==> src/hw/rtl/lcdnw_pkg.sv <==
`timescale 1ns / 1ps

package lcdnw_pkg;

    // Kinds of input word.
    localparam logic [1:0] KIND_TICK  = 2'd0;
    localparam logic [1:0] KIND_INIT  = 2'd1;
    localparam logic [1:0] KIND_WRITE = 2'd2;

    // Configuration register indexes.
    localparam logic [2:0] REG_POWER_ON_WAIT       = 3'd0;
    localparam logic [2:0] REG_INIT_SECOND_WAIT    = 3'd1;
    localparam logic [2:0] REG_INIT_THIRD_WAIT     = 3'd2;
    localparam logic [2:0] REG_SETUP_WAIT          = 3'd3;
    localparam logic [2:0] REG_COMMAND_NIBBLE_WAIT = 3'd4;
    localparam logic [2:0] REG_DATA_NIBBLE_WAIT    = 3'd5;
    localparam logic [2:0] REG_ENABLE_PULSE_TICKS  = 3'd6;

    localparam int CFG_INDEX_W = 3;
    localparam int CFG_DATA_W  = 16;

    // Nibbles of the power-on handshake.
    localparam logic [3:0] NIB_WAKE = 4'h3;
    localparam logic [3:0] NIB_FOUR_BIT = 4'h2;

    // Init command indexes; FIRST and SECOND still have a command queued behind them.
    localparam logic [1:0] INIT_IDX_NONE   = 2'd0;
    localparam logic [1:0] INIT_IDX_FIRST  = 2'd1;
    localparam logic [1:0] INIT_IDX_SECOND = 2'd2;

    // Sequencer steps.
    typedef enum logic [3:0] {
        STEP_IDLE,
        STEP_POWER,
        STEP_P1,
        STEP_W2,
        STEP_P2,
        STEP_W3,
        STEP_P3,
        STEP_GAP,
        STEP_P4,
        STEP_SETUP,
        STEP_HI_PULSE,
        STEP_HI_WAIT,
        STEP_LO_PULSE,
        STEP_LO_WAIT
    } step_t;

    typedef enum logic [1:0] {
        STATUS_NONE,
        STATUS_ACCEPTED,
        STATUS_REFUSED
    } status_t;

    // Timing configuration as seen by the sequencer.
    typedef struct packed {
        logic [15:0] power_on_wait;
        logic [15:0] init_second_wait;
        logic [15:0] init_third_wait;
        logic [15:0] setup_wait;
        logic [15:0] command_nibble_wait;
        logic [15:0] data_nibble_wait;
        logic [7:0]  enable_pulse_ticks;
    } cfg_t;

    // One result word.
    typedef struct packed {
        logic       pin_rs;
        logic       pin_enable;
        logic [3:0] pin_data;
        logic       busy;
        status_t    status;
    } res_t;

    // Command bytes sent after the four-bit switch: function set, entry mode,
    // display on with cursor and blink.
    function automatic logic [7:0] init_cmd(input logic [1:0] idx);
        logic [7:0] cmd;
        case (idx)
            2'd0:    cmd = 8'h28;
            2'd1:    cmd = 8'h06;
            2'd2:    cmd = 8'h0F;
            default: cmd = 8'h28;
        endcase
        return cmd;
    endfunction

endpackage

==> src/hw/rtl/lcd_nibble_write_sequencer.sv <==
`timescale 1ns / 1ps

// Channel   Handshake                    Word
// item      item_valid / item_stall      kind, byte_value, is_data
// result    result_valid / result_stall  pin_rs, pin_enable, pin_data, busy_res,
//                                        request_status
// cfg       cfg_we                       cfg_index, cfg_data
//
// One word is accepted per cycle; its result sits in the output register from
// the next cycle on. The sequencer state and the result register are the only
// pipeline stage. The input stalls only while a result waits and the output
// side stalls. Reset returns the sequencer to idle and the timing registers to
// their defaults; there is no clearing pass.

module lcd_nibble_write_sequencer #(
    parameter int COUNT_WIDTH = 16
) (
    input  logic                              clk,
    input  logic                              rst_n,
    input  logic                              item_valid,
    output logic                              item_stall,
    input  logic [1:0]                        kind,
    input  logic [7:0]                        byte_value,
    input  logic                              is_data,
    output logic                              result_valid,
    input  logic                              result_stall,
    output logic                              pin_rs,
    output logic                              pin_enable,
    output logic [3:0]                        pin_data,
    output logic                              busy_res,
    output logic [1:0]                        request_status,
    input  logic                              cfg_we,
    input  logic [lcdnw_pkg::CFG_INDEX_W-1:0] cfg_index,
    input  logic [lcdnw_pkg::CFG_DATA_W-1:0]  cfg_data
);

    import lcdnw_pkg::*;

    cfg_t cfg_reg;
    res_t res_next;
    res_t res_reg;
    logic result_valid_reg;
    logic accept;

    // Input is taken unless a finished word is held up at the output.
    assign item_stall = result_valid_reg && result_stall;
    assign accept     = item_valid && !item_stall;

    // Timing registers.
    always_ff @(posedge clk or negedge rst_n)
    begin
        if (!rst_n)
        begin
            cfg_reg.power_on_wait       <= 16'd15000;
            cfg_reg.init_second_wait    <= 16'd5000;
            cfg_reg.init_third_wait     <= 16'd100;
            cfg_reg.setup_wait          <= 16'd40;
            cfg_reg.command_nibble_wait <= 16'd5000;
            cfg_reg.data_nibble_wait    <= 16'd200;
            cfg_reg.enable_pulse_ticks  <= 8'd1;
        end
        else if (cfg_we)
        begin
            case (cfg_index)
                REG_POWER_ON_WAIT:       cfg_reg.power_on_wait       <= cfg_data;
                REG_INIT_SECOND_WAIT:    cfg_reg.init_second_wait    <= cfg_data;
                REG_INIT_THIRD_WAIT:     cfg_reg.init_third_wait     <= cfg_data;
                REG_SETUP_WAIT:          cfg_reg.setup_wait          <= cfg_data;
                REG_COMMAND_NIBBLE_WAIT: cfg_reg.command_nibble_wait <= cfg_data;
                REG_DATA_NIBBLE_WAIT:    cfg_reg.data_nibble_wait    <= cfg_data;
                REG_ENABLE_PULSE_TICKS:  cfg_reg.enable_pulse_ticks  <= cfg_data[7:0];
                default:                 cfg_reg <= cfg_reg;
            endcase
        end
    end

    lcdnw_core #(
        .COUNT_WIDTH (COUNT_WIDTH)
    ) u_core (
        .clk        (clk),
        .rst_n      (rst_n),
        .go         (accept),
        .kind       (kind),
        .byte_value (byte_value),
        .is_data    (is_data),
        .cfg        (cfg_reg),
        .res        (res_next)
    );

    // Output valid flag.
    always_ff @(posedge clk or negedge rst_n)
    begin
        if (!rst_n)
        begin
            result_valid_reg <= 1'b0;
        end
        else if (accept)
        begin
            result_valid_reg <= 1'b1;
        end
        else if (!result_stall)
        begin
            result_valid_reg <= 1'b0;
        end
    end

    // Output word register.
    always_ff @(posedge clk)
    begin
        if (accept)
        begin
            res_reg <= res_next;
        end
    end

    assign result_valid   = result_valid_reg;
    assign pin_rs         = res_reg.pin_rs;
    assign pin_enable     = res_reg.pin_enable;
    assign pin_data       = res_reg.pin_data;
    assign busy_res       = res_reg.busy;
    assign request_status = res_reg.status;

endmodule

==> src/hw/rtl/lcdnw_core.sv <==
`timescale 1ns / 1ps

module lcdnw_core #(
    parameter int COUNT_WIDTH = 16
) (
    input  logic              clk,
    input  logic              rst_n,
    input  logic              go,
    input  logic [1:0]        kind,
    input  logic [7:0]        byte_value,
    input  logic              is_data,
    input  lcdnw_pkg::cfg_t   cfg,
    output lcdnw_pkg::res_t   res
);

    import lcdnw_pkg::*;

    localparam int EXT_W = (COUNT_WIDTH > 16) ? COUNT_WIDTH : 16;
    localparam logic [EXT_W-1:0] CNT_MAX = EXT_W'({COUNT_WIDTH{1'b1}});

    step_t                  step_reg, step_next;
    logic [COUNT_WIDTH-1:0] wait_reg, wait_next;
    logic [7:0]             byte_reg, byte_next;
    logic                   isdata_reg, isdata_next;
    logic [1:0]             idx_reg, idx_next;
    logic                   rs_reg, rs_next;
    logic                   en_reg, en_next;
    logic [3:0]             data_reg, data_next;

    logic                   busy;
    logic [COUNT_WIDTH-1:0] wait_dec;
    logic                   load_en;
    logic [15:0]            load_val;
    logic                   finish;
    status_t                status;

    // A wait of zero counts as one tick; a wait beyond the counter saturates.
    function automatic logic [COUNT_WIDTH-1:0] sat_load(input logic [15:0] v);
        logic [EXT_W-1:0] ext;
        ext = EXT_W'(v);
        if (ext == '0)
        begin
            ext = EXT_W'(1);
        end
        if (ext > CNT_MAX)
        begin
            ext = CNT_MAX;
        end
        return COUNT_WIDTH'(ext);
    endfunction

    assign busy     = (step_reg != STEP_IDLE);
    assign wait_dec = wait_reg - COUNT_WIDTH'(wait_reg != '0);

    // Next state of the sequencer for the word at the input.
    always_comb
    begin
        step_next   = step_reg;
        wait_next   = wait_reg;
        byte_next   = byte_reg;
        isdata_next = isdata_reg;
        idx_next    = idx_reg;
        rs_next     = rs_reg;
        en_next     = en_reg;
        data_next   = data_reg;
        status      = STATUS_NONE;
        load_en     = 1'b0;
        load_val    = '0;
        finish      = 1'b0;

        case (kind)
            KIND_TICK:
            begin
                if (busy)
                begin
                    wait_next = wait_dec;
                    if (wait_dec == '0)
                    begin
                        case (step_reg)
                            STEP_POWER:
                            begin
                                rs_next   = 1'b0;
                                data_next = NIB_WAKE;
                                en_next   = 1'b1;
                                load_en   = 1'b1;
                                load_val  = 16'(cfg.enable_pulse_ticks);
                                step_next = STEP_P1;
                            end
                            STEP_P1:
                            begin
                                en_next   = 1'b0;
                                load_en   = 1'b1;
                                load_val  = cfg.init_second_wait;
                                step_next = STEP_W2;
                            end
                            STEP_W2:
                            begin
                                data_next = NIB_WAKE;
                                en_next   = 1'b1;
                                load_en   = 1'b1;
                                load_val  = 16'(cfg.enable_pulse_ticks);
                                step_next = STEP_P2;
                            end
                            STEP_P2:
                            begin
                                en_next   = 1'b0;
                                load_en   = 1'b1;
                                load_val  = cfg.init_third_wait;
                                step_next = STEP_W3;
                            end
                            STEP_W3:
                            begin
                                data_next = NIB_WAKE;
                                en_next   = 1'b1;
                                load_en   = 1'b1;
                                load_val  = 16'(cfg.enable_pulse_ticks);
                                step_next = STEP_P3;
                            end
                            STEP_P3:
                            begin
                                en_next   = 1'b0;
                                load_en   = 1'b1;
                                load_val  = 16'd1;
                                step_next = STEP_GAP;
                            end
                            STEP_GAP:
                            begin
                                data_next = NIB_FOUR_BIT;
                                en_next   = 1'b1;
                                load_en   = 1'b1;
                                load_val  = 16'(cfg.enable_pulse_ticks);
                                step_next = STEP_P4;
                            end
                            STEP_P4:
                            begin
                                // Bus is now four bits wide; queue the init commands.
                                en_next     = 1'b0;
                                byte_next   = init_cmd(INIT_IDX_NONE);
                                isdata_next = 1'b0;
                                idx_next    = INIT_IDX_FIRST;
                                rs_next     = 1'b0;
                                load_en     = 1'b1;
                                load_val    = cfg.setup_wait;
                                step_next   = STEP_SETUP;
                            end
                            STEP_SETUP:
                            begin
                                data_next = byte_reg[7:4];
                                en_next   = 1'b1;
                                load_en   = 1'b1;
                                load_val  = 16'(cfg.enable_pulse_ticks);
                                step_next = STEP_HI_PULSE;
                            end
                            STEP_HI_PULSE:
                            begin
                                en_next   = 1'b0;
                                load_en   = 1'b1;
                                load_val  = isdata_reg ? cfg.data_nibble_wait
                                                       : cfg.command_nibble_wait;
                                step_next = STEP_HI_WAIT;
                            end
                            STEP_HI_WAIT:
                            begin
                                data_next = byte_reg[3:0];
                                en_next   = 1'b1;
                                load_en   = 1'b1;
                                load_val  = 16'(cfg.enable_pulse_ticks);
                                step_next = STEP_LO_PULSE;
                            end
                            STEP_LO_PULSE:
                            begin
                                en_next = 1'b0;
                                if (isdata_reg)
                                begin
                                    finish = 1'b1;
                                end
                                else
                                begin
                                    load_en   = 1'b1;
                                    load_val  = cfg.command_nibble_wait;
                                    step_next = STEP_LO_WAIT;
                                end
                            end
                            STEP_LO_WAIT:
                            begin
                                finish = 1'b1;
                            end
                            default:
                            begin
                                step_next = STEP_IDLE;
                                wait_next = '0;
                                idx_next  = INIT_IDX_NONE;
                            end
                        endcase
                    end
                end
            end
            KIND_INIT:
            begin
                if (busy)
                begin
                    status = STATUS_REFUSED;
                end
                else
                begin
                    status    = STATUS_ACCEPTED;
                    en_next   = 1'b0;
                    idx_next  = INIT_IDX_NONE;
                    load_en   = 1'b1;
                    load_val  = cfg.power_on_wait;
                    step_next = STEP_POWER;
                end
            end
            KIND_WRITE:
            begin
                if (busy)
                begin
                    status = STATUS_REFUSED;
                end
                else
                begin
                    status      = STATUS_ACCEPTED;
                    byte_next   = byte_value;
                    isdata_next = is_data;
                    idx_next    = INIT_IDX_NONE;
                    rs_next     = is_data;
                    load_en     = 1'b1;
                    load_val    = cfg.setup_wait;
                    step_next   = STEP_SETUP;
                end
            end
            default:
            begin
                status = STATUS_NONE;
            end
        endcase

        // End of one byte: start the next init command or go idle.
        if (finish)
        begin
            if (idx_reg == INIT_IDX_FIRST || idx_reg == INIT_IDX_SECOND)
            begin
                byte_next   = init_cmd(idx_reg);
                isdata_next = 1'b0;
                idx_next    = idx_reg + 2'd1;
                rs_next     = 1'b0;
                load_en     = 1'b1;
                load_val    = cfg.setup_wait;
                step_next   = STEP_SETUP;
            end
            else
            begin
                idx_next  = INIT_IDX_NONE;
                step_next = STEP_IDLE;
                wait_next = '0;
            end
        end

        if (load_en)
        begin
            wait_next = sat_load(load_val);
        end
    end

    // Sequencer state, advanced once per accepted word.
    always_ff @(posedge clk or negedge rst_n)
    begin
        if (!rst_n)
        begin
            step_reg   <= STEP_IDLE;
            wait_reg   <= '0;
            byte_reg   <= '0;
            isdata_reg <= 1'b0;
            idx_reg    <= INIT_IDX_NONE;
            rs_reg     <= 1'b0;
            en_reg     <= 1'b0;
            data_reg   <= '0;
        end
        else if (go)
        begin
            step_reg   <= step_next;
            wait_reg   <= wait_next;
            byte_reg   <= byte_next;
            isdata_reg <= isdata_next;
            idx_reg    <= idx_next;
            rs_reg     <= rs_next;
            en_reg     <= en_next;
            data_reg   <= data_next;
        end
    end

    // Bus levels and status after this word.
    always_comb
    begin
        res.pin_rs     = rs_next;
        res.pin_enable = en_next;
        res.pin_data   = data_next;
        res.busy       = (step_next != STEP_IDLE);
        res.status     = status;
    end

    // The enable line is only ever high inside a running sequence.
    assert property (@(posedge clk) disable iff (!rst_n)
        en_reg |-> (step_reg != STEP_IDLE))
        else $error("enable high while idle");

    // A running sequence always has a wait pending; idle has none.
    assert property (@(posedge clk) disable iff (!rst_n)
        (step_reg == STEP_IDLE) == (wait_reg == '0))
        else $error("wait counter out of step with sequencer");

    // An init command index outside a sequence means a lost reset of the index.
    assert property (@(posedge clk) disable iff (!rst_n)
        (idx_reg != INIT_IDX_NONE) |-> (step_reg != STEP_IDLE))
        else $error("init command index set while idle");

    // A refused request leaves the sequence exactly where it was.
    assert property (@(posedge clk) disable iff (!rst_n)
        (go && (kind == KIND_INIT || kind == KIND_WRITE) && busy)
        |=> (step_reg == $past(step_reg) && wait_reg == $past(wait_reg)))
        else $error("refused request disturbed the sequence");

endmodule
==> config.mk <==
export PLATFORM = sky130hd
export DESIGN_NAME = lcd_nibble_write_sequencer
export DESIGN_NICKNAME = d
export VERILOG_FILES = /design/src/hw/rtl/lcdnw_pkg.sv /design/src/hw/rtl/lcd_nibble_write_sequencer.sv /design/src/hw/rtl/lcdnw_core.sv
export SDC_FILE = /design/constraint.sdc
export NUM_CORES = 1
export LEC_CHECK = 0
export ABC_AREA = 1
export BUFFER_PORTS_ARGS = -buffer_cell sky130_fd_sc_hd__buf_4
export CORE_MARGIN = 2
export CORE_UTILIZATION = 37
export CTS_BUF_LIST = sky130_fd_sc_hd__clkbuf_8 sky130_fd_sc_hd__clkbuf_16
export DETAILED_ROUTE_END_ITERATION = 16
export GPL_ROUTABILITY_DRIVEN = 0
export PLACE_DENSITY = 0.64
export SLEW_MARGIN = 20
export SYNTH_ARGS = -nofsm -noshare
export SYNTH_HDL_FRONTEND = slang
export SYNTH_SLANG_ARGS = --single-unit
==> constraint.sdc <==
create_clock -name clk -period 8.05 [get_ports clk]
set_input_delay 1.2075 -clock clk [delete_from_list [all_inputs] [get_ports clk]]
set_output_delay 1.2075 -clock clk [all_outputs]
set_load 0.02 [all_outputs]
==> results.json, run 1 <==
{
  "fillers": 2398,
  "synthesis.area_per_instance_um2": 7.22,
  "hold_viol": 0,
  "synth-seq-area-share": 0.442,
  "ant_nets": 0,
  "dr_total_vias": 8043,
  "crit_path_max_fanout": 17,
  "number_of_enable_flip_flop_cells_after_synthesis": 9,
  "grt.overflow.total": 0,
  "largest_reg_flops": 104,
  "post-dp-hpwl_um": 16000,
  "route.detailed.drc": 0,
  "cell_count_after_synthesis": 1208,
  "power.clock.fraction": 0.353,
  "synth_area_leaders": "sky130_fd_sc_hd__dfrtp_1, sky130_fd_sc_hd__nand2_1, sky130_fd_sc_hd__o21ai_0",
  "worst-setup-path-type": "reg -> reg",
  "unrepaired_setup_endpoints_after_global_routing": "no",
  "io-pin-count": 46,
  "maxSlewHeadroom": 0.303,
  "number_of_global_route_vias_before_repair": 7332,
  "synth_nets": 1251,
  "routed_via_density": 5.17,
  "worst-slew-pin-transition_ns": 1.04,
  "final_wirelength_um": 22900,
  "crit_required_ns": 8.36,
  "drv_slew": 0,
  "max_stage_delay_ns": 0.69,
  "timing.final.setup_violations": 0,
  "proportion_of_register_bits_with_asynchronous_set_or_reset_after_synthesis": 0.940,
  "insertion_delay_ns": 0.43,
  "areaGrowthSynthToFinish_pct": 13.7,
  "nNetsFinal": 1266,
  "wl_per_cell_um": 14.7,
  "finalNonFillerCells": 1555,
  "final.setup_skew_ns": 0.0114,
  "power_frac_comb": 0.215,
  "clkSlewWorstSetupHoldPaths_ns": 0.06,
  "cts.htree.levels": 4,
  "total_power_mw": 2.45,
  "design.core.area_um2": 23300,
  "tritoncts.num_buffers": 17,
  "cellLeakagePower_nw": 4.78,
  "clock_tree.buffer_depth": 2,
  "synth_top_area_share": 0.333,
  "grt_max_degree": 76,
  "drt_first_pass_iters": 5,
  "path_buf_inv": 3,
  "crit_path_end_kind": "flop",
  "timing.critical_path.arrival_ns": 4.72,
  "die_w_um": 158,
  "finalCoreUtilization": 0.425,
  "grt_pass1_wl_um": 38100,
  "fin_crit_ns": 4.40,
  "finalCritPeriodShare": 0.547,
  "die_height_um": 158,
  "cts_root_buffer": "sky130_fd_sc_hd__clkbuf_16",
  "critical-path-top-delay-family": "simple AND/OR/NAND/NOR gates",
  "p_sw_frac": 0.328,
  "max_cap_violations": 0,
  "yosysMostFrequentCell": "sky130_fd_sc_hd__nand2_1",
  "cp_cell_sequence": "nor2_1 > nand2_1 > nor2_1 > nand4_1 > ha_1 > ha_1 > nand2_1 > nand2_1 > nor2_1 > nand3_1 > nor3_4 > nand3_4 > nor2_8 > nand2_4 > nor2_8 > inv_2 > nand2_4 > inv_2 > nand2_1 > nand2_1 > inv_1 > a21oi_1",
  "portBuffers": 45,
  "final.hold.worst_slack_ns": 0.483,
  "post_synth_num_cell_types": 44,
  "cts_repair_resize_count": 0,
  "cts-hold-fix-buffers": 0,
  "die_outline_area_um2": 24800,
  "netlist_top_cells_count": "sky130_fd_sc_hd__nand2_1, sky130_fd_sc_hd__o21ai_0, sky130_fd_sc_hd__dfrtp_1",
  "power.density_cell_area_nw_per_um2": 247,
  "seq_power_share": 0.433,
  "share_of_layout_cells_above_drive_strength_1": 0.113,
  "tritoncts": "done",
  "synth-seq-cells": 151,
  "grt_use_total": 0.192,
  "antenna_diode_instance_count": 0,
  "status": "completed",
  "cts_setup_buffers": 0,
  "number_of_antenna_violations_at_the_first_check_in_global_routing": 0,
  "synth_top_area_cell": "sky130_fd_sc_hd__dfrtp_1",
  "p_switching_mw": 0.804,
  "synth.yosys.warnings": 0,
  "vdd_drop_max_uv": 131,
  "placed_cell_count": 1523,
  "rows": 56,
  "initial_utilization": 0.374,
  "worstHoldPathType": "reg -> reg",
  "number_of_clock_sinks": 151,
  "dominantRegCellSynth": "sky130_fd_sc_hd__dfrtp_1",
  "critPathSlowestCell": "sky130_fd_sc_hd__nor3_4",
  "synthesis.area_um2": 8720,
  "internal_power_mw": 1.65,
  "path_common_cell": "sky130_fd_sc_hd__nand2_1",
  "timing.critical_path.from_type": "flop",
  "timing.fmax_mhz": 227,
  "drt_iter0_markers": 703,
  "setup_total_negative_slack_ns": 0
}
through the flow:
| step | worst slack (ns) | instance area (um^2) |
|---|---|---|
| 4_1_cts | 3.64 | 9910 |
| 5_1_grt | 3.25 | 9920 |
| 3_3_place_gp | 3.54 | 9280 |
| 3_5_place_dp | 3.50 | 9280 |
| 6_report | 3.65 | 9920 |
| 2_1_floorplan | 4.78 | 8720 |
power groups by stage:
| stage | Clock, mW | Sequential [mW] | Combinational (mW) |
|---|---|---|---|
| 2_1_floorplan | 0 | 1.04 | 0.388 |
| 3_3_place_gp | 0 | 1.07 | 0.516 |
| 3_5_place_dp | 0 | 1.07 | 0.524 |
| 4_1_cts | 0.877 | 1.06 | 0.527 |
| 5_1_grt | 0.908 | 1.08 | 0.607 |
| 6_report | 0.865 | 1.06 | 0.527 |
cells by family after synthesis:
| group | count (synthesis) | synth area share |
|---|---|---|
| adders and majority gates | 8 | 0.0115 |
| and+or+nand+nor | 631 | 0.307 |
| muxes | 2 | 0.00230 |
| AOI/OAI and AO/OA | 253 | 0.163 |
| xor gates and xnor gates | 1 | 0.00100 |
| DFF | 151 | 0.442 |
| buffers and inverters | 162 | 0.0727 |
layer usage:
metal | wire [um] | GRT usage | vias up | part of all wire
met3 | 1320 | 0.0355 | 25 | 0.058
met4 | 300 | 0.0468 | 0 | 0.013
met2 | 10000 | 0.292 | 252 | 0.44
met1 | 11200 | 0.281 | 3733 | 0.49
met5 | 0 | 0 | - | 0
li1 | - | - | 4033 | -
final timing paths:
path	start	endpoint	cells after the start	slack, ns
setup reg to reg	u_core.wait_reg[8]	u_core.wait_reg[0]	22	3.65
hold / removal	cfg_reg[68]	cfg_reg[68]	2	0.48
hold reg to reg	cfg_reg[68]	cfg_reg[68]	2	0.48
min in group asynchronous	rst_n	u_core.data_reg[1]	1	0.78
max in group asynchronous	rst_n	cfg_reg[48]	2	5.91
setup / recovery	u_core.wait_reg[8]	u_core.wait_reg[0]	22	3.65
placed cells by master (no fill, tap or decap), types with 3 or more instances in the layout:
| cell type | instances |
|---|---|
| sky130_fd_sc_hd__inv_2 | 6 |
| sky130_fd_sc_hd__clkbuf_16 | 17 |
| sky130_fd_sc_hd__a21oi_1 | 18 |
| sky130_fd_sc_hd__a31oi_1 | 17 |
| sky130_fd_sc_hd__nand2_2 | 3 |
| sky130_fd_sc_hd__nor2_1 | 86 |
| sky130_fd_sc_hd__o22ai_1 | 10 |
| sky130_fd_sc_hd__nor2_2 | 9 |
| sky130_fd_sc_hd__buf_4 | 50 |
| sky130_fd_sc_hd__dfstp_2 | 26 |
| sky130_fd_sc_hd__nand3_1 | 29 |
| sky130_fd_sc_hd__o211ai_1 | 6 |
| sky130_fd_sc_hd__inv_6 | 3 |
| sky130_fd_sc_hd__nor2_4 | 4 |
| sky130_fd_sc_hd__inv_1 | 100 |
| sky130_fd_sc_hd__nand2_1 | 438 |
| sky130_fd_sc_hd__a32oi_1 | 6 |
| sky130_fd_sc_hd__bufinv_16 | 4 |
| sky130_fd_sc_hd__edfxtp_1 | 9 |
| sky130_fd_sc_hd__ha_1 | 8 |
| sky130_fd_sc_hd__o21ai_0 | 163 |
| sky130_fd_sc_hd__nand4_1 | 49 |
| sky130_fd_sc_hd__dfrtp_1 | 116 |
| sky130_fd_sc_hd__o21ai_1 | 3 |
| sky130_fd_sc_hd__nor3_1 | 4 |
| sky130_fd_sc_hd__a22oi_1 | 19 |
worst register-to-register path: cells and delay by family, from the launching register on:
kind	cells	cell delay, ns
compound gates	1	0.06
fa+ha+maj	2	0.58
buf+inv	3	0.31
flops	1	0.46
simple gates	16	2.87
final cells by class:
| type | instances | area [um^2] | share of cell area |
|---|---|---|---|
| repair buffers | 51 | 387 | 0.0390 |
| clock inverters | 14 | 194 | 0.0196 |
| well taps | 319 | 399 | 0.0402 |
| flip-flops and latches | 151 | 3860 | 0.389 |
| multi-input cells | 895 | 4240 | 0.428 |
| inverters | 107 | 402 | 0.0405 |
| clock buffers | 18 | 439 | 0.0443 |
No activity file was read; power rests on OpenSTA's default activity.
==> run 2, diff against run 1 <==
--- a/config.mk
+++ b/config.mk
@@ -12,7 +12,7 @@
 export CTS_BUF_LIST = sky130_fd_sc_hd__clkbuf_8 sky130_fd_sc_hd__clkbuf_16
 export DETAILED_ROUTE_END_ITERATION = 16
 export GPL_ROUTABILITY_DRIVEN = 0
-export PLACE_DENSITY = 0.64
+export PLACE_DENSITY = 0.66
 export SLEW_MARGIN = 20
 export SYNTH_ARGS = -nofsm -noshare
 export SYNTH_HDL_FRONTEND = slang
==> constraint.sdc (replaced) <==
create_clock -name clk -period 3.9 [get_ports clk]
set_input_delay 0.585 -clock clk [delete_from_list [all_inputs] [get_ports clk]]
set_output_delay 0.585 -clock clk [all_outputs]
set_load 0.02 [all_outputs]
==> run 2 against run 1 <==
Final cell count increased by 1.2%. Non-clock buffer count up 19. Sequential power increased by 110%. Critical endpoint is now u_core.data_reg[2]. Largest power group unchanged. Power grew 100%. Critical path type unchanged. Maximum frequency is 25% higher. Clock-buffer cell count fell by 1. Routed wire length rose by 3.9%.
==> results.json, run 2 (synthesized netlist as in run 1, its figures left out) <==
{
  "status": "completed",
  "routed_via_density": 5.13,
  "nNetsFinal": 1285,
  "rows": 56,
  "most_frequent_cells_in_the_layout": "sky130_fd_sc_hd__nand2_1, sky130_fd_sc_hd__o21ai_0, sky130_fd_sc_hd__dfrtp_1, sky130_fd_sc_hd__inv_1, sky130_fd_sc_hd__nor2_1",
  "layout.cells.most_common": "sky130_fd_sc_hd__nand2_1",
  "die_w_um": 158,
  "max_stage_delay_ns": 0.45,
  "final.hold.worst_slack_ns": 0.240,
  "worst-slew-pin-transition_ns": 1.01,
  "ant_nets": 0,
  "number_of_global_route_vias_before_repair": 7613,
  "grt.overflow.total": 0,
  "cellLeakagePower_nw": 4.84,
  "vdd_drop_max_uv": 266,
  "dr_total_vias": 8075,
  "path_buf_inv": 2,
  "tritoncts": "done",
  "max_cap_violations": 0,
  "placed_instance_area_um2": 9380,
  "timing.critical_path.arrival_ns": 3.83,
  "antenna_diode_instance_count": 0,
  "clkSlewWorstSetupHoldPaths_ns": 0.07,
  "die_height_um": 158,
  "insertion_delay_ns": 0.44,
  "finalCritPeriodShare": 0.904,
  "share_of_layout_cells_above_drive_strength_1": 0.130,
  "r2r-end": "u_core.data_reg[2]",
  "setup_total_negative_slack_ns": 0,
  "crit_path_max_fanout": 7,
  "worstHoldPathType": "in -> async",
  "portBuffers": 45,
  "drv_slew": 0,
  "unrepaired_setup_endpoints_after_global_routing": "no",
  "drt_iter0_markers": 771,
  "cts_root_buffer": "sky130_fd_sc_hd__clkbuf_16",
  "final_wirelength_um": 23800,
  "worstSetupPathDepth": 21,
  "route.detailed.drc": 0,
  "design.core.area_um2": 23300,
  "worst-setup-path-type": "reg -> reg",
  "cts.htree.levels": 4,
  "timing.final.setup_violations": 0,
  "die_outline_area_um2": 24800,
  "clock_tree.buffer_depth": 2,
  "tritoncts.num_buffers": 17,
  "initial_utilization": 0.374,
  "critPathCapture": "u_core.data_reg[2]",
  "fin_crit_ns": 3.53,
  "grt_pass1_wl_um": 39800,
  "cp_cell_sequence": "nor2_1 > nand2_1 > nor2_2 > nand4_1 > ha_1 > ha_2 > nand2_1 > nor2_1 > nand3_1 > nor2_1 > nand3_1 > nor2_1 > nand2_1 > nor2_2 > inv_2 > nor3_4 > inv_2 > nor2_1 > a21oi_2 > nand2_1 > o21ai_1",
  "final_instance_area_um2": 10000,
  "largest_reg_flops": 104,
  "drt_first_pass_iters": 5,
  "number_of_antenna_violations_at_the_first_check_in_global_routing": 0,
  "grt_max_degree": 100,
  "maxSlewHeadroom": 0.323,
  "number_of_clock_sinks": 151,
  "r2r.worst_path.cells": 21,
  "wl_per_cell_um": 15.1,
  "critical-path-top-delay-family": "simple AND/OR/NAND/NOR gates",
  "path_common_cell": "sky130_fd_sc_hd__nor2_1",
  "io-pin-count": 46,
  "timing.critical_path.from_type": "flop",
  "power.density_cell_area_nw_per_um2": 495,
  "setup.reg_to_reg.worst_slack_ns": 0.37,
  "timing.critical_path.from": "u_core.wait_reg[8]",
  "areaGrowthSynthToFinish_pct": 14.9,
  "fillers": 2401,
  "timing.rr.start": "u_core.wait_reg[8]",
  "post-dp-hpwl_um": 16300,
  "timing.fmax_mhz": 284,
  "crit_required_ns": 4.20,
  "critPathSlowestCell": "sky130_fd_sc_hd__dfrtp_1",
  "hold_viol": 0,
  "crit_path_end_kind": "flop",
  "finalCoreUtilization": 0.430,
  "grt_use_total": 0.202,
  "final.setup_skew_ns": 0.0130
}
## run 2: cell count changes in the layout (fill, tap and decap cells not counted), sizes merged
cell | before | now
clkinvlp | 1 | 2
inv | 111 | 113
bufinv | 4 | 1
clkinv | 5 | 6
clkbuf | 18 | 17
buf | 51 | 70
## run 2: worst min path at each step
stage                         to  slack, ns  depth (start not counted)
detailed placement   cfg_reg[70]       0.47                          2
floorplan           cfg_reg[102]       0.29                          0
CTS                  cfg_reg[59]       0.30                          1
finish               cfg_reg[59]       0.24                          1
global placement     cfg_reg[77]       0.47                          2
global route         cfg_reg[59]       0.32                          1
## run 2: power breakdown
part           switching [mW]  total [mW]  internal [mW]
registers               0.257        2.18           1.93
clock network           0.753        1.66          0.906
logic                   0.718        1.12          0.403
total                    1.73        4.97           3.24
## run 2: metrics by stage
stage / total power [mW] / setup WS, ns / cells
after floorplan: 2.94 / 0.629 / 1208
after global placement: 3.27 / 0.349 / 1536
after detailed placement: 3.31 / 0.295 / 1536
after CTS: 4.97 / 0.267 / 1568
after global routing: 5.28 / 0.0519 / 1574
final: 4.97 / 0.373 / 1574
## run 2: final cells by class
cell class | count | area (um^2) | share of cell area
Clock buffer | 17 | 425 | 0.0424
Clock inverter | 15 | 160 | 0.0160
Inverter | 107 | 402 | 0.0401
Multi-Input combinational cell | 895 | 4250 | 0.424
Sequential cell | 151 | 3860 | 0.385
Tap cell | 319 | 399 | 0.0398
Timing Repair Buffer | 70 | 529 | 0.0528
## run 2: per-layer routing
metal	vias up	track usage	wire, um
li1	4063	-	-
met1	3724	0.286	11300
met2	239	0.309	10600
met3	49	0.0366	1230
met4	0	0.0719	643
met5	-	0	0
## run 2: timing repair
action,in CTS,in global routing
setup endpoints to repair,0,28
hold buffers,0,0
gates resized for setup,0,2
buffers inserted,0,6
==> run 3, diff against run 2 <==
--- a/config.mk
+++ b/config.mk
@@ -9,10 +9,11 @@
 export BUFFER_PORTS_ARGS = -buffer_cell sky130_fd_sc_hd__buf_4
 export CORE_MARGIN = 2
 export CORE_UTILIZATION = 37
-export CTS_BUF_LIST = sky130_fd_sc_hd__clkbuf_8 sky130_fd_sc_hd__clkbuf_16
+export CTS_BUF_LIST = sky130_fd_sc_hd__clkbuf_4
 export DETAILED_ROUTE_END_ITERATION = 16
 export GPL_ROUTABILITY_DRIVEN = 0
 export PLACE_DENSITY = 0.66
+export REMOVE_ABC_BUFFERS = 1
 export SLEW_MARGIN = 20
 export SYNTH_ARGS = -nofsm -noshare
 export SYNTH_HDL_FRONTEND = slang
==> run 3 against run 2 <==
Cell area is 3.0% lower. Final cell count down 0.19%. Sequential share of layout area increased by 1.2 points. Clock-buffer cell count increased by 1. Non-clock buffer count shrank 4. Utilization decreased by 1.3 points. Critical endpoint is now u_core.wait_reg[0]. Die area unchanged. Combinational power barely moved.
==> results.json, run 3 (synthesized netlist as in run 1, its figures left out) <==
{
  "status": "completed",
  "clock_tree.buffer_depth": 2,
  "r2r.worst_path.cells": 21,
  "share_of_layout_cells_above_drive_strength_1": 0.125,
  "worstHoldPathCells": 3,
  "drv_slew": 0,
  "initial_utilization": 0.374,
  "hold_end": "result_valid",
  "final.setup_skew_ns": 0.0207,
  "crit_path_end_kind": "flop",
  "io-pin-count": 46,
  "r2r-end": "u_core.wait_reg[0]",
  "drt_first_pass_iters": 5,
  "path_buf_inv": 2,
  "placed_cell_count": 1533,
  "design.core.area_um2": 23300,
  "maxSlewHeadroom": 0.313,
  "routed_via_density": 5.23,
  "power.density_cell_area_nw_per_um2": 443,
  "fin_crit_ns": 3.57,
  "die_height_um": 158,
  "areaGrowthSynthToFinish_pct": 11.5,
  "critical-path-top-delay-family": "simple AND/OR/NAND/NOR gates",
  "dr_total_vias": 8210,
  "timing.final.setup_violations": 0,
  "wl_per_cell_um": 14.9,
  "number_of_clock_sinks": 151,
  "rows": 56,
  "timing.critical_path.arrival_ns": 4.05,
  "worst-slew-pin-transition_ns": 1.03,
  "nNetsFinal": 1281,
  "ant_nets": 0,
  "insertion_delay_ns": 0.60,
  "most_frequent_cells_in_the_layout": "sky130_fd_sc_hd__nand2_1, sky130_fd_sc_hd__o21ai_0, sky130_fd_sc_hd__dfrtp_1, sky130_fd_sc_hd__inv_1, sky130_fd_sc_hd__nor2_1",
  "portBuffers": 45,
  "hold_viol": 0,
  "vdd_drop_max_uv": 197,
  "grt_pass1_wl_um": 39000,
  "grt_use_total": 0.196,
  "crit_required_ns": 4.39,
  "critPathSlowestCell": "sky130_fd_sc_hd__dfrtp_1",
  "crit_path_max_fanout": 16,
  "final.hold.worst_slack_ns": 0.204,
  "timing.fmax_mhz": 280,
  "number_of_global_route_vias_before_repair": 7729,
  "die_w_um": 158,
  "fillers": 2431,
  "final_wirelength_um": 23400,
  "path_common_cell": "sky130_fd_sc_hd__nand2_1",
  "layout.cells.most_common": "sky130_fd_sc_hd__nand2_1",
  "setup.reg_to_reg.worst_slack_ns": 0.33,
  "cts_root_buffer": "sky130_fd_sc_hd__clkbuf_4",
  "cts.htree.levels": 4,
  "min-delay-start": "result_stall",
  "cellLeakagePower_nw": 4.69,
  "timing.rr.start": "u_core.wait_reg[8]",
  "post-dp-hpwl_um": 16100,
  "tritoncts": "done",
  "grt_max_degree": 77,
  "grt.overflow.total": 0,
  "finalCritPeriodShare": 0.914,
  "die_outline_area_um2": 24800,
  "worst-setup-path-type": "reg -> reg",
  "drt_iter0_markers": 774,
  "max_cap_violations": 0,
  "largest_reg_flops": 104,
  "cp_cell_sequence": "nor2_1 > nand2_1 > nor2_2 > nand4_1 > ha_1 > ha_2 > nand2_1 > nor2_1 > nand3_1 > nor2_1 > nand3_1 > nor2_1 > nand2_1 > nor3_1 > o21ai_1 > nand2_4 > inv_2 > nand2_1 > nand2_1 > inv_1 > a21oi_1",
  "timing.critical_path.from_type": "flop",
  "clkSlewWorstSetupHoldPaths_ns": 0.13,
  "unrepaired_setup_endpoints_after_global_routing": "no",
  "tritoncts.num_buffers": 17,
  "number_of_antenna_violations_at_the_first_check_in_global_routing": 1,
  "worstHoldPathType": "in -> reg",
  "route.detailed.drc": 0,
  "setup_total_negative_slack_ns": 0,
  "max_stage_delay_ns": 0.48,
  "finalNonFillerCells": 1571
}
[run 3: cell types whose count changed in the layout (fill, tap and decap cells not counted), moves of 2 or more]
cell                        change
sky130_fd_sc_hd__clkbuf_4      +18
sky130_fd_sc_hd__clkbuf_16     -17
sky130_fd_sc_hd__buf_4          -7
sky130_fd_sc_hd__inv_8          -4
sky130_fd_sc_hd__buf_12         +2
sky130_fd_sc_hd__clkinv_1       +2
[run 3: worst min-delay path, cell delays in order]
cell                      delay (ns)
sky130_fd_sc_hd__buf_4          0.07
sky130_fd_sc_hd__nand2_1        0.06
sky130_fd_sc_hd__nand2_1        0.05
[run 3: cell type report]
type	count	area, um^2	share of cell area
Sequential cell	151	3860	0.397
Multi-Input combinational cell	895	4260	0.438
Tap cell	319	399	0.0410
Inverter	107	402	0.0413
Clock inverter	14	148	0.0152
Clock buffer	18	135	0.0139
Antenna cell	1	2.50	0.000257
Timing Repair Buffer	66	527	0.0542
[run 3: how the worst max path moves through the flow]
stage	end	slack, ns	cells after the start	startpoint
after floorplan	u_core.idx_reg[0]	-0.003	8	result_stall
after CTS	u_core.wait_reg[0]	0.29	22	u_core.wait_reg[8]
after global placement	u_core.wait_reg[0]	0.35	24	u_core.wait_reg[8]
after global routing	u_core.wait_reg[0]	0.05	23	u_core.wait_reg[8]
after detailed placement	u_core.wait_reg[0]	0.33	22	u_core.wait_reg[8]
final	u_core.wait_reg[0]	0.33	21	u_core.wait_reg[8]
[run 3: repair_timing]
| item | CTS | global route |
|---|---|---|
| setup endpoints to repair | 0 | 17 |
| hold buffers | 1 | 0 |
| hold endpoints to repair | 1 | 0 |
| buffers inserted | 0 | 4 |
| gates resized for setup | 0 | 4 |
[run 3: stage by stage]
stage	utilization	setup WS (ns)	cell area, um^2	power (mW)
floorplan	-	-0.00261	8490	2.92
global placement	0.402	0.353	9380	3.28
detailed placement	0.402	0.326	9380	3.30
CTS	0.415	0.292	9670	4.31
global route	0.417	0.0543	9720	4.61
finish	0.417	0.335	9720	4.31
[run 3: per-layer routing]
| metal | share of wire | up-vias | GRT usage |
|---|---|---|---|
| met1 | 0.46 | 3836 | 0.273 |
| met4 | 0.021 | 0 | 0.0693 |
| met2 | 0.45 | 281 | 0.308 |
| met5 | 0 | - | 0 |
| li1 | - | 4054 | - |
| met3 | 0.064 | 39 | 0.0339 |
[run 3: power by group]
part	internal, mW	leakage (nW)	switching (mW)
logic	0.400	2.75	0.717
clock network	0.391	0.145	0.628
registers	1.92	1.80	0.251
